`src/hw/rtl/mbt_pkg.sv`:
```
`default_nettype none
// ============================================================================
// mbt_pkg
// shared types and constants of the multibit trie prefix lookup unit
// ============================================================================
package mbt_pkg;

    localparam int ADDR_W    = 32;
    localparam int LEN_W     = 6;
    localparam int PORT_IN_W = 8;
    localparam int FANOUT    = 4;
    localparam int SLOT_W    = 2;
    localparam int LEVEL_W   = 4;

    localparam logic [LEVEL_W-1:0] LAST_LEVEL = 4'd15;
    localparam logic [LEN_W-1:0]   MIN_LEN    = 6'd2;
    localparam logic [LEN_W-1:0]   MAX_LEN    = 6'd32;

    localparam logic OP_INSERT = 1'b0;
    localparam logic OP_LOOKUP = 1'b1;

    localparam logic STATUS_OK   = 1'b0;
    localparam logic STATUS_FULL = 1'b1;

    typedef struct packed {
        logic start;
        logic walk;
        logic load_now;
        logic load_held;
    } cmd_t;

    typedef struct packed {
        logic walk_done;
    } stat_t;

endpackage
`default_nettype wire

```
`src/hw/rtl/mbt_ctrl.sv`:
```
`default_nettype none
// ============================================================================
// mbt_ctrl
// controller: request accept, trie walk sequencing and result handoff
// ============================================================================
module mbt_ctrl (
    input  wire logic          clk,
    input  wire logic          rst_n,
    input  wire logic          in_valid,
    output logic               in_ready,
    output logic               out_valid,
    input  wire logic          out_ready,
    input  wire mbt_pkg::stat_t st,
    output mbt_pkg::cmd_t      cmd
);

    typedef enum logic [1:0] {
        S_IDLE,
        S_WALK,
        S_HOLD
    } state_t;

    state_t state_reg;
    logic   out_valid_reg;
    logic   accept;
    logic   out_free;

    always_comb
    begin
        in_ready      = (state_reg == S_IDLE);
        accept        = in_valid && in_ready;
        out_free      = !out_valid_reg || out_ready;
        cmd.start     = accept;
        cmd.walk      = (state_reg == S_WALK);
        cmd.load_now  = (state_reg == S_WALK) && st.walk_done && out_free;
        cmd.load_held = (state_reg == S_HOLD) && out_free;
    end

    always_ff @(posedge clk or negedge rst_n)
    begin
        if (!rst_n)
        begin
            state_reg     <= S_IDLE;
            out_valid_reg <= 1'b0;
        end
        else
        begin
            case (state_reg)
                S_IDLE:
                begin
                    if (accept)
                    begin
                        state_reg <= S_WALK;
                    end
                end
                S_WALK:
                begin
                    if (st.walk_done)
                    begin
                        state_reg <= out_free ? S_IDLE : S_HOLD;
                    end
                end
                S_HOLD:
                begin
                    if (out_free)
                    begin
                        state_reg <= S_IDLE;
                    end
                end
                default:
                begin
                    state_reg <= S_IDLE;
                end
            endcase

            if (cmd.load_now || cmd.load_held)
            begin
                out_valid_reg <= 1'b1;
            end
            else if (out_ready)
            begin
                out_valid_reg <= 1'b0;
            end
        end
    end

    assign out_valid = out_valid_reg;

`ifndef SYNTHESIS
    a_hold_has_result: assert property (@(posedge clk) disable iff (!rst_n)
        (state_reg == S_HOLD) |-> out_valid_reg)
        else $error("held result while output register empty");

    a_accept_starts_walk: assert property (@(posedge clk) disable iff (!rst_n)
        accept |=> (state_reg == S_WALK))
        else $error("accepted request did not start a walk");
`endif

endmodule
`default_nettype wire

```
`config.mk`:
```
export PLATFORM = sky130hd
export DESIGN_NAME = mbt_ctrl
export DESIGN_NICKNAME = d
export VERILOG_FILES = /design/src/hw/rtl/mbt_pkg.sv /design/src/hw/rtl/mbt_ctrl.sv
export SDC_FILE = /design/constraint.sdc
export NUM_CORES = 1
export LEC_CHECK = 0
export ABC_AREA = 1
export BUFFER_PORTS_ARGS = -buffer_cell sky130_fd_sc_hd__buf_2
export CAP_MARGIN = 20
export CORE_AREA = 5 5 42 44
export CTS_CLUSTER_SIZE = 25
export DETAILED_ROUTE_END_ITERATION = 8
export DIE_AREA = 0 0 47 49
export SLEW_MARGIN = 20
export SYNTH_ARGS = -nofsm -noshare
export SYNTH_HDL_FRONTEND = slang
export SYNTH_SLANG_ARGS = --single-unit
```
`constraint.sdc`:
```
create_clock -name clk -period 0.9 [get_ports clk]
set_clock_uncertainty 0.15 [all_clocks]
set_input_delay 0.09 -clock clk [delete_from_list [all_inputs] [get_ports clk]]
set_output_delay 0.09 -clock clk [all_outputs]
set_load 0.05 [all_outputs]
```
---- Yosys cells after proc, flatten, opt, wreduce, memory -nomap -nowiden ----
Cells that the tools add are included.
storage, ports and cells
  register bits ........................... 3
  output and inout port bits .............. 6
cells by class
  muxes and demuxes ....................... 7
  equality and inequality tests ........... 5
  reduce and logical (&&, ||, !) cells .... 10
operators with widths
  kind                                                   count
  two-way mux 2 bit                                      4
  one-hot mux 2 bit (3 select lines)                     1
  logical AND 1 bit                                      4
  inequality test 2 bit, second input constant           2
  AND reduction 3 bit                                    1
  equality test 2 x 1 -> 1 bit, second input constant    1
  equality test 2 bit, second input constant             1
  zero test 2 bit                                        1
  logical OR 1 bit                                       2
  two-way mux 1 bit                                      2
  inequality test 2 x 1 -> 1 bit, second input constant  1
  nonzero test 2 bit                                     1
  zero test 1 bit                                        1

---- Longest topological paths before layout ----
Gate-level depths: netlist of run 1.
  depth after elaboration ................. 5
  mapped depth ............................ 4

---- Worst setup path after synthesis of run 1 ----
Ideal clock, no wire load.
  path kind ............................... flip-flop to output port
  start ................................... reg out_valid_reg (netlist: out_valid)
  end ..................................... out cmd[0] (netlist bit)
  required time ........................... 0.660 ns
  cell stages (with the launch flop) ...... 4
  path slack .............................. -0.719 ns
  data arrival time ....................... 1.379 ns
  path through ............................ dfrtp_1 inv_1 nor2_1 nor2_1
RTL lines
  element                   line            text
  start: declaration        mbt_ctrl.sv:24  logic out_valid_reg;
  start signal: assignment  mbt_ctrl.sv:44  out_valid_reg <= 1'b0;
  start signal: assignment  mbt_ctrl.sv:78  out_valid_reg <= 1'b1;
  start signal: assignment  mbt_ctrl.sv:82  out_valid_reg <= 1'b0;
  end: declaration          mbt_ctrl.sv:14  output mbt_pkg::cmd_t cmd

==> results of run 1 <==
## repair_timing
item                                   4_1_cts  5_1_grt
gates resized for setup                     15       12
setup buffers                                0        1
endpoints found under the hold margin        4        0
hold buffers                                 1        0
setup endpoints to repair                    9        9
pin swaps                                    2        6
## worst max-delay path: stages, from the launching register on
cell and delay [ns]:
dfrtp_2 0.45, inv_4 0.09, nand2_4 0.07, nor2_4 0.11, buf_6 0.15
## metal layers
metal / global-route usage (%) / vias up
met5: 0 / -
met4: 5.53 / 0
met3: 2.21 / 0
met2: 7.24 / 5
met1: 4.65 / 95
li1: - / 111
## cell usage after synthesis, drive strengths merged
cell   count  share of area [%]
inv        8                 16
nand3      2                5.5
nor2       6                 15
nand2      4                8.2
dfrtp      3                 41
buf        1                4.1
o21ai      2                9.6
## stage by stage
| stage | worst slack (ns) | util (%) | setup TNS, ns | area, um2 | power [W] |
|---|---|---|---|---|---|
| final | -0.442 | 32.0 | -2.75 | 448 | 0.00104 |
| after floorplan | -0.252 | - | -1.36 | 229 | 0.000525 |
| after global routing | -0.490 | 32.0 | -3.11 | 448 | 0.00110 |
| after detailed placement | -0.298 | 22.7 | -1.69 | 318 | 0.000629 |
| after global placement | -0.289 | 22.7 | -1.68 | 318 | 0.000628 |
| after CTS | -0.437 | 28.5 | -2.69 | 399 | 0.000978 |
## where the power goes
group	switching (W)	internal (W)	leakage (nW)
Clock	0.0000661	0.000166	0.0150
Sequential	0.0000352	0.000165	0.0359
Combinational	0.000347	0.000261	0.153
## kinds of logic after synthesis
logic type	count (synthesis)
and+or+nand+nor	12
buffers and inverters	9
DFF	3
AOI/OAI and AO/OA	2
## final cells by class
cell class	count	area [um2]	area share (%)
timing repair buffer	15	158	35.2
multi-input combinational	14	130	29.1
sequential	3	77.6	17.3
inverter	8	36.3	8.10
clock buffer	4	26.3	5.87
tap	16	20.0	4.47
## path summary, 6_finish.rpt
path | cells after the start | startpoint | slack, ns | end
max in group asynchronous | 2 | rst_n | 0.45 | out_valid$_DFFE_PN0P_
setup / recovery | 4 | state_reg[0]$_DFFE_PN0P_ | -0.44 | cmd[3]
min in group asynchronous | 2 | rst_n | 0.03 | state_reg[0]$_DFFE_PN0P_
hold / removal | 4 | st | 0.01 | state_reg[0]$_DFFE_PN0P_
setup reg to reg | 4 | state_reg[1]$_DFFE_PN0P_ | -0.18 | state_reg[1]$_DFFE_PN0P_
hold reg to reg | 3 | state_reg[0]$_DFFE_PN0P_ | 0.49 | state_reg[1]$_DFFE_PN0P_
==> impl_metrics.csv, run 1 <==
group,metric,value,unit
detailed_routing,wl_per_cell,7.72,um
power,p_leak,0.204,nW
die,fp.dieArea,2300,um2
clocking,cts-root-buf,"clkbuf_4",
timing,worst_slack,-0.442,ns
detailed_routing,viasPerCell,3.52,
placed_design,hpwl,351,um
detailed_routing,wirelength,463,um
logic_synthesis,yosysUniqueCellTypes,9,
timing,fmax,745,MHz
critical_path,crit_arrival,1.10,ns
job,maxCapViolations,0,
timing,hold_slack,0.0124,ns
logic_synthesis,synth_cells,26,
power,irDropWorstVdd,0.689,mV
logic_synthesis,ys_seq_elements,3,
clocking,ctsHtreeMaxLevel,1,
clocking,clk_pin_slew,0.04,ns
timing,maxSlewHeadroom,89.3,%
outcome,failed_checks,"setup timing",
die,start_util,13.0,%
power,power.density,2320,nW/um2
clocking,insertion_delay,0.23,ns
outcome,outcome,"finished, violations left",
grt,track_usage,5.01,%
die,ios,11,
clocking,cts_sinks,3,
critical_path,cp-start-kind,"register",
grt,grt_max_degree,4,
clocking,clk_path_buf_depth,2,
die,core_area,1400,um2
logic_synthesis,synth.area.mux_share,0,%
detailed_routing,wl_met2,271,um
detailed_routing,ant_nets,0,
final_layout,fillers,160,
die,die_y,49,um
critical_path,crit_path_max_fanout,3,
detailed_routing,highest_layer,"met3",
final_layout,antenna_cells,0,
logic_synthesis,synth_area,183,um2
final_layout,layout_common_cells,"nor2_4, buf_8, buf_2, buf_6",
logic_synthesis,ys_seq_area_share,41.1,%
worst_hold_path,hp-class,"input port to register",
logic_synthesis,yosys_warnings,0,
logic_synthesis,synth_top_family_by_area,"simple AND/OR/NAND/NOR gates",
timing,finalHoldViolations,0,
die,die-width,47,um
logic_synthesis,synth-simple-area-share,28.8,%
final_layout,area_delta_synth_final,145,%
detailed_routing,remaining_drc_errors,0,
detailed_routing,wl_met1,145,um
critical_path,worstSetupEndpointType,"output pin",
critical_path,critPathKind,"register to output pin",
timing,setup_viol,9,
logic_synthesis,synth_fa_ha_area_share,0,%
timing,min_period,1.34,ns
timing,rsz0062_at_grt,"true",
timing,maxSlewViolCount,0,
detailed_routing,wl_met3,46,um
logic_synthesis,synth_area_per_cell,7.03,um2
placed_design,dp_cells,55,
die,rows,14,
detailed_routing,vias,211,
grt,grt_pass1_wl,800,um
clocking,cts_made_buffers,3,
final_layout,layout-drive-gt1-share,77.3,%
critical_path,cp.required,0.66,ns
final_layout,layout.cells.non_filler,60,
placed_design,gp_congestion,0.583,
logic_synthesis,syn_nets,31,
detailed_routing,drt-initial-drc-count,0,
final_layout,final_common_cell,"nor2_4",
placed_design,port_buffers,10,
timing,fin_crit_sh,149,%
logic_synthesis,synth_compound_area_share,9.59,%
timing,tightest_slew,0.160,ns
detailed_routing,dr.pass1.iters,1,
clocking,tritoncts,"done",
grt,grt_overflow_total,0,
grt,grt_pass1_vias,236,
final_layout,num-nets-final,50,
final_layout,largest_reg_flops,2,
grt,antenna_found_initial,0,
logic_synthesis,synth-xor-area-share,0,%
Power figures use the tool's default switching activity.
==> run 2: changes to the inputs <==
--- a/config.mk
+++ b/config.mk
@@ -6,7 +6,7 @@
 export NUM_CORES = 1
 export LEC_CHECK = 0
 export ABC_AREA = 1
-export BUFFER_PORTS_ARGS = -buffer_cell sky130_fd_sc_hd__buf_2
+export BUFFER_PORTS_ARGS = -buffer_cell sky130_fd_sc_hd__clkbuf_2
 export CAP_MARGIN = 20
 export CORE_AREA = 5 5 42 44
 export CTS_CLUSTER_SIZE = 25
==> impl_metrics.csv, run 2 (same netlist as run 1, synthesis figures left out) <==
group,metric,value,unit
critical_path,reg2reg_slack,-0.35,ns
clocking,ctsHtreeMaxLevel,1,
critical_path,r2r_cells,6,
timing,finalHoldViolations,0,
final_layout,largest_reg_flops,2,
worst_hold_path,hp-class,"input port to register",
grt,top_usage_layer,"met2",
grt,grt_pass1_vias,248,
final_layout,num-nets-final,56,
clocking,cts_sinks,3,
final_layout,area_delta_synth_final,187,%
timing,maxSlewViolCount,0,
critical_path,cp.required,0.66,ns
critical_path,crit_arrival,1.09,ns
critical_path,worstSetupEndpointType,"output pin",
clocking,clk_pin_slew,0.04,ns
timing,worst_slack,-0.433,ns
timing,maxSlewHeadroom,88.2,%
die,rows,14,
die,die-width,47,um
grt,grt_pass1_wl,869,um
power,p_comb_share,61.8,%
detailed_routing,vias,235,
power,pwr-share-clk,20.5,%
clocking,tritoncts,"done",
power,irDropWorstVdd,0.660,mV
final_layout,layout_common_cells,"buf_4, nor2_4, clkbuf_2, buf_8",
detailed_routing,wl_per_cell,8.02,um
grt,use_met1,5.09,%
final_layout,fillers,153,
critical_path,cp_common_cell,"nor2_4",
critical_path,crit_path_top_delay_cell,"dfrtp_2",
critical_path,path_depth,4,
timing,hold_slack,0.0105,ns
grt,antenna_found_initial,0,
final_layout,antenna_cells,0,
placed_design,gp_congestion,0.597,
timing,fmax,750,MHz
worst_hold_path,hold_depth,3,
die,core_area,1400,um2
detailed_routing,viasPerCell,3.56,
critical_path,critPathTopFamily,"flip-flops",
placed_design,dpl_worst_slack,-0.330,ns
timing,min_period,1.33,ns
critical_path,cp_cell_sequence,"nor2_4 > inv_2 > nor2_4 > buf_8",
grt,track_usage,5.50,%
critical_path,cp-start-kind,"register",
grt,grt_util_met2,8.14,%
detailed_routing,remaining_drc_errors,0,
placed_design,place_area,325,um2
power,sw_frac_of_total,40.9,%
critical_path,critPathMaxStageDelay,0.45,ns
grt,met3_usage,2.58,%
outcome,failed_checks,"setup timing",
power,p_leak,0.249,nW
die,start_util,13.0,%
placed_design,hpwl,383,um
power,power_frac_seq,17.7,%
timing,setup_viol,9,
timing,fin_crit_sh,148,%
detailed_routing,ant_nets,0,
final_layout,layout-drive-gt1-share,82.0,%
placed_design,port_buffers,10,
power,p_int,0.000670,W
die,fp.dieArea,2300,um2
grt,grt_overflow_total,0,
detailed_routing,wirelength,529,um
timing,rsz0062_at_grt,"true",
power,p_sw,0.000464,W
clocking,cts-root-buf,"clkbuf_4",
clocking,insertion_delay,0.23,ns
critical_path,crit_buf_inv,2,
outcome,outcome,"finished, violations left",
power,power.density,2160,nW/um2
die,ios,11,
clocking,cts_made_buffers,3,
grt,grt_max_degree,4,
job,maxCapViolations,0,
detailed_routing,dr.pass1.iters,1,
timing,tightest_slew,0.176,ns
critical_path,critPathKind,"register to output pin",
die,die_y,49,um
final_layout,final_cell_area,524,um2
detailed_routing,drt-initial-drc-count,0,
final_layout,final_common_cell,"buf_4",
power,p_total,0.00113,W
clocking,clk_path_buf_depth,2,
critical_path,crit_path_max_fanout,3,
[run 2: power by group through the flow]
| stage | Clock, W | Sequential [W] | Combinational [W] |
|---|---|---|---|
| 6_report | 0.000232 | 0.000201 | 0.000701 |
| 5_1_grt | 0.000250 | 0.000204 | 0.000742 |
| 4_1_cts | 0.000247 | 0.000200 | 0.000643 |
| 3_5_place_dp | 0 | 0.000186 | 0.000449 |
| 3_3_place_gp | 0 | 0.000186 | 0.000446 |
| 2_1_floorplan | 0 | 0.000230 | 0.000295 |
[run 2: worst register-to-register path, delay by kind of cell (launching register included)]
family / cells / cell delay, ns
buffers and inverters: 4 / 0.44
flip-flops: 1 / 0.40
AO/OA/AOI/OAI: 1 / 0.10
AND/OR/NAND/NOR: 1 / 0.08
[run 2: repair_timing]
action                                 in CTS  in global routing
setup buffers                               2                  4
hold buffers                                1                  0
pin swaps                                   5                  5
setup endpoints to repair                   9                  9
resized for setup                          24                  6
endpoints found under the hold margin       4                  0
[run 2: metal layers]
metal	wire length, um	vias up	share of wire [%]
met5	0	-	0
met3	49	0	9.3
met2	315	5	60
met4	0	0	0
met1	164	109	31
li1	-	121	-
[run 2: area by class of cell]
type	instances	area [um2]	share of cell area, %
Inverter	8	38.8	7.40
Sequential cell	3	77.6	14.8
Tap cell	16	20.0	3.82
Multi-Input combinational cell	14	135	25.8
Timing Repair Buffer	21	226	43.2
Clock buffer	4	26.3	5.01
[run 2: worst paths after layout]
kind	end	startpoint
worst max-delay path	cmd[0]	state_reg[0]$_DFFE_PN0P_
worst min-delay path	state_reg[0]$_DFFE_PN0P_	in_valid
worst max register to register	state_reg[1]$_DFFE_PN0P_	state_reg[1]$_DFFE_PN0P_
worst min register to register	out_valid$_DFFE_PN0P_	out_valid$_DFFE_PN0P_
max in group asynchronous	out_valid$_DFFE_PN0P_	rst_n
min in group asynchronous	state_reg[0]$_DFFE_PN0P_	rst_n
[run 2: per-stage QoR]
stage,TNS (ns),cells,util (%)
after floorplan,-1.36,26,-
after global placement,-1.79,56,23.2
after detailed placement,-1.84,56,23.2
after CTS,-3.09,62,34.4
after global routing,-3.51,66,37.4
final,-3.13,66,37.4
==> run 3: changes to the inputs <==
--- a/config.mk
+++ b/config.mk
@@ -8,10 +8,11 @@
 export ABC_AREA = 1
 export BUFFER_PORTS_ARGS = -buffer_cell sky130_fd_sc_hd__clkbuf_2
 export CAP_MARGIN = 20
-export CORE_AREA = 5 5 42 44
+export CORE_AREA = 2 2 39 41
+export CTS_BUF_LIST = sky130_fd_sc_hd__clkbuf_2 sky130_fd_sc_hd__clkbuf_4 sky130_fd_sc_hd__clkbuf_8
 export CTS_CLUSTER_SIZE = 25
 export DETAILED_ROUTE_END_ITERATION = 8
-export DIE_AREA = 0 0 47 49
+export DIE_AREA = 0 0 41 43
 export SLEW_MARGIN = 20
 export SYNTH_ARGS = -nofsm -noshare
 export SYNTH_HDL_FRONTEND = slang
==> impl_metrics.csv, run 3 (same netlist as run 1, synthesis figures left out) <==
group,metric,value,unit
worst_hold_path,hp-class,"input port to register",
grt,grt_util_met2,10.3,%
outcome,failed_checks,"setup timing",
grt,track_usage,6.83,%
grt,use_met1,5.48,%
grt,antenna_found_initial,0,
grt,grt_pass1_wl,724,um
timing,fmax,746,MHz
timing,rsz0062_at_grt,"true",
timing,fin_crit_sh,149,%
grt,grt_pass1_vias,208,
clocking,clk_pin_slew,0.04,ns
timing,maxSlewViolCount,0,
final_layout,num-nets-final,52,
clocking,insertion_delay,0.23,ns
detailed_routing,remaining_drc_errors,0,
timing,finalHoldViolations,0,
timing,worst_slack,-0.440,ns
timing,maxSlewHeadroom,89.0,%
clocking,ctsHoldBuffers,1,
critical_path,cp_common_cell,"nor2_4",
placed_design,dpl_worst_slack,-0.316,ns
critical_path,cp-start-kind,"register",
final_layout,layout_common_cells,"nor2_4, buf_8, clkbuf_4, clkbuf_2, buf_6",
outcome,outcome,"finished, violations left",
placed_design,port_buffers,10,
power,irDropWorstVdd,0.728,mV
critical_path,critPathMaxStageDelay,0.45,ns
die,die_y,43,um
grt,top_usage_layer,"met2",
detailed_routing,ant_nets,0,
die,core_area,1380,um2
critical_path,critPathTopFamily,"flip-flops",
clocking,cts-root-buf,"clkbuf_4",
die,ios,11,
power,p_leak,0.230,nW
die,rows,14,
clocking,cts_made_buffers,3,
grt,grt_max_degree,4,
final_layout,layout-drive-gt1-share,82.6,%
clocking,cts_sinks,3,
final_layout,utilization,35.5,%
critical_path,crit_buf_inv,2,
critical_path,worstSetupEndpointType,"output pin",
grt,grt_overflow_total,0,
power,power.density,2290,nW/um2
final_layout,largest_reg_flops,2,
timing,tightest_slew,0.165,ns
critical_path,crit_path_max_fanout,3,
detailed_routing,dr.pass1.iters,1,
final_layout,fillers,150,
die,start_util,13.2,%
power,p_total,0.00113,W
die,die-width,41,um
detailed_routing,wirelength,490,um
clocking,ctsHtreeMaxLevel,1,
detailed_routing,drt-initial-drc-count,0,
detailed_routing,vias,220,
critical_path,crit_path_top_delay_cell,"dfrtp_2",
die,fp.dieArea,1760,um2
grt,met3_usage,3.14,%
detailed_routing,viasPerCell,3.55,
job,maxCapViolations,0,
timing,setup_viol,9,
placed_design,hpwl,383,um
critical_path,cp_cell_sequence,"nor2_4 > inv_2 > nor2_4 > buf_8",
detailed_routing,wl_per_cell,7.90,um
critical_path,critPathKind,"register to output pin",
final_layout,final_common_cell,"nor2_4",
critical_path,crit_arrival,1.10,ns
placed_design,gp_congestion,0.599,
critical_path,cp.required,0.66,ns
final_layout,antenna_cells,0,
final_layout,area_delta_synth_final,169,%
clocking,tritoncts,"done",
timing,min_period,1.34,ns
clocking,clk_path_buf_depth,2,
-- run 3: metal layers --
layer / up-vias / part of all wire [%]
met5: - / 0
met4: 0 / 0
met3: 0 / 5.1
met2: 4 / 64
met1: 101 / 31
li1: 115 / -
-- run 3: stage by stage --
step           instances  cell area (um2)  hold WS (ns)  TNS (ns)
6_report              62              492      0.000838     -2.93
3_5_place_dp          55              318        -0.260     -1.88
2_1_floorplan         26              229        -0.356     -1.36
3_3_place_gp          55              318        -0.262     -1.79
4_1_cts               61              437       -0.0290     -3.13
5_1_grt               62              492     -0.000453     -3.36
-- run 3: repair_timing --
action	CTS	global route
resized for setup	16	15
buffers inserted	1	3
setup endpoints to repair	9	9
pin swaps	2	5
hold endpoints to repair	4	1
-- run 3: path summary, 6_finish.rpt --
check,from,end,slack [ns],cells after the start
worst max-delay path,state_reg[0]$_DFFE_PN0P_,cmd[0],-0.44,4
worst min-delay path,in_valid,state_reg[0]$_DFFE_PN0P_,0.0008,3
worst max register to register,state_reg[1]$_DFFE_PN0P_,state_reg[1]$_DFFE_PN0P_,-0.25,5
worst min register to register,state_reg[0]$_DFFE_PN0P_,state_reg[1]$_DFFE_PN0P_,0.49,3
max in group asynchronous,rst_n,out_valid$_DFFE_PN0P_,0.45,2
min in group asynchronous,rst_n,state_reg[0]$_DFFE_PN0P_,0.03,2
-- run 3: where the power goes --
| group | total (W) | switching (W) | leakage [nW] | internal (W) |
|---|---|---|---|---|
| combinational | 0.000660 | 0.000358 | 0.175 | 0.000302 |
| clock | 0.000265 | 0.0000688 | 0.0184 | 0.000196 |
| sequential | 0.000202 | 0.0000368 | 0.0359 | 0.000165 |
-- run 3: worst register-to-register path: cells and delay by family (launching register included) --
family / cells / cell delay, ns
DFF: 1 / 0.39
buffers and inverters: 3 / 0.34
AOI/OAI and AO/OA: 1 / 0.11
and+or+nand+nor: 1 / 0.09
-- run 3: final cells by class --
| cell class | instances | area (um2) | share of cell area (%) |
|---|---|---|---|
| Clock buffer | 4 | 30.0 | 6.11 |
| Sequential cell | 3 | 77.6 | 15.8 |
| Timing Repair Buffer | 17 | 190 | 38.7 |
| Tap cell | 16 | 20.0 | 4.07 |
| Inverter | 8 | 38.8 | 7.89 |
| Multi-Input combinational cell | 14 | 135 | 27.5 |
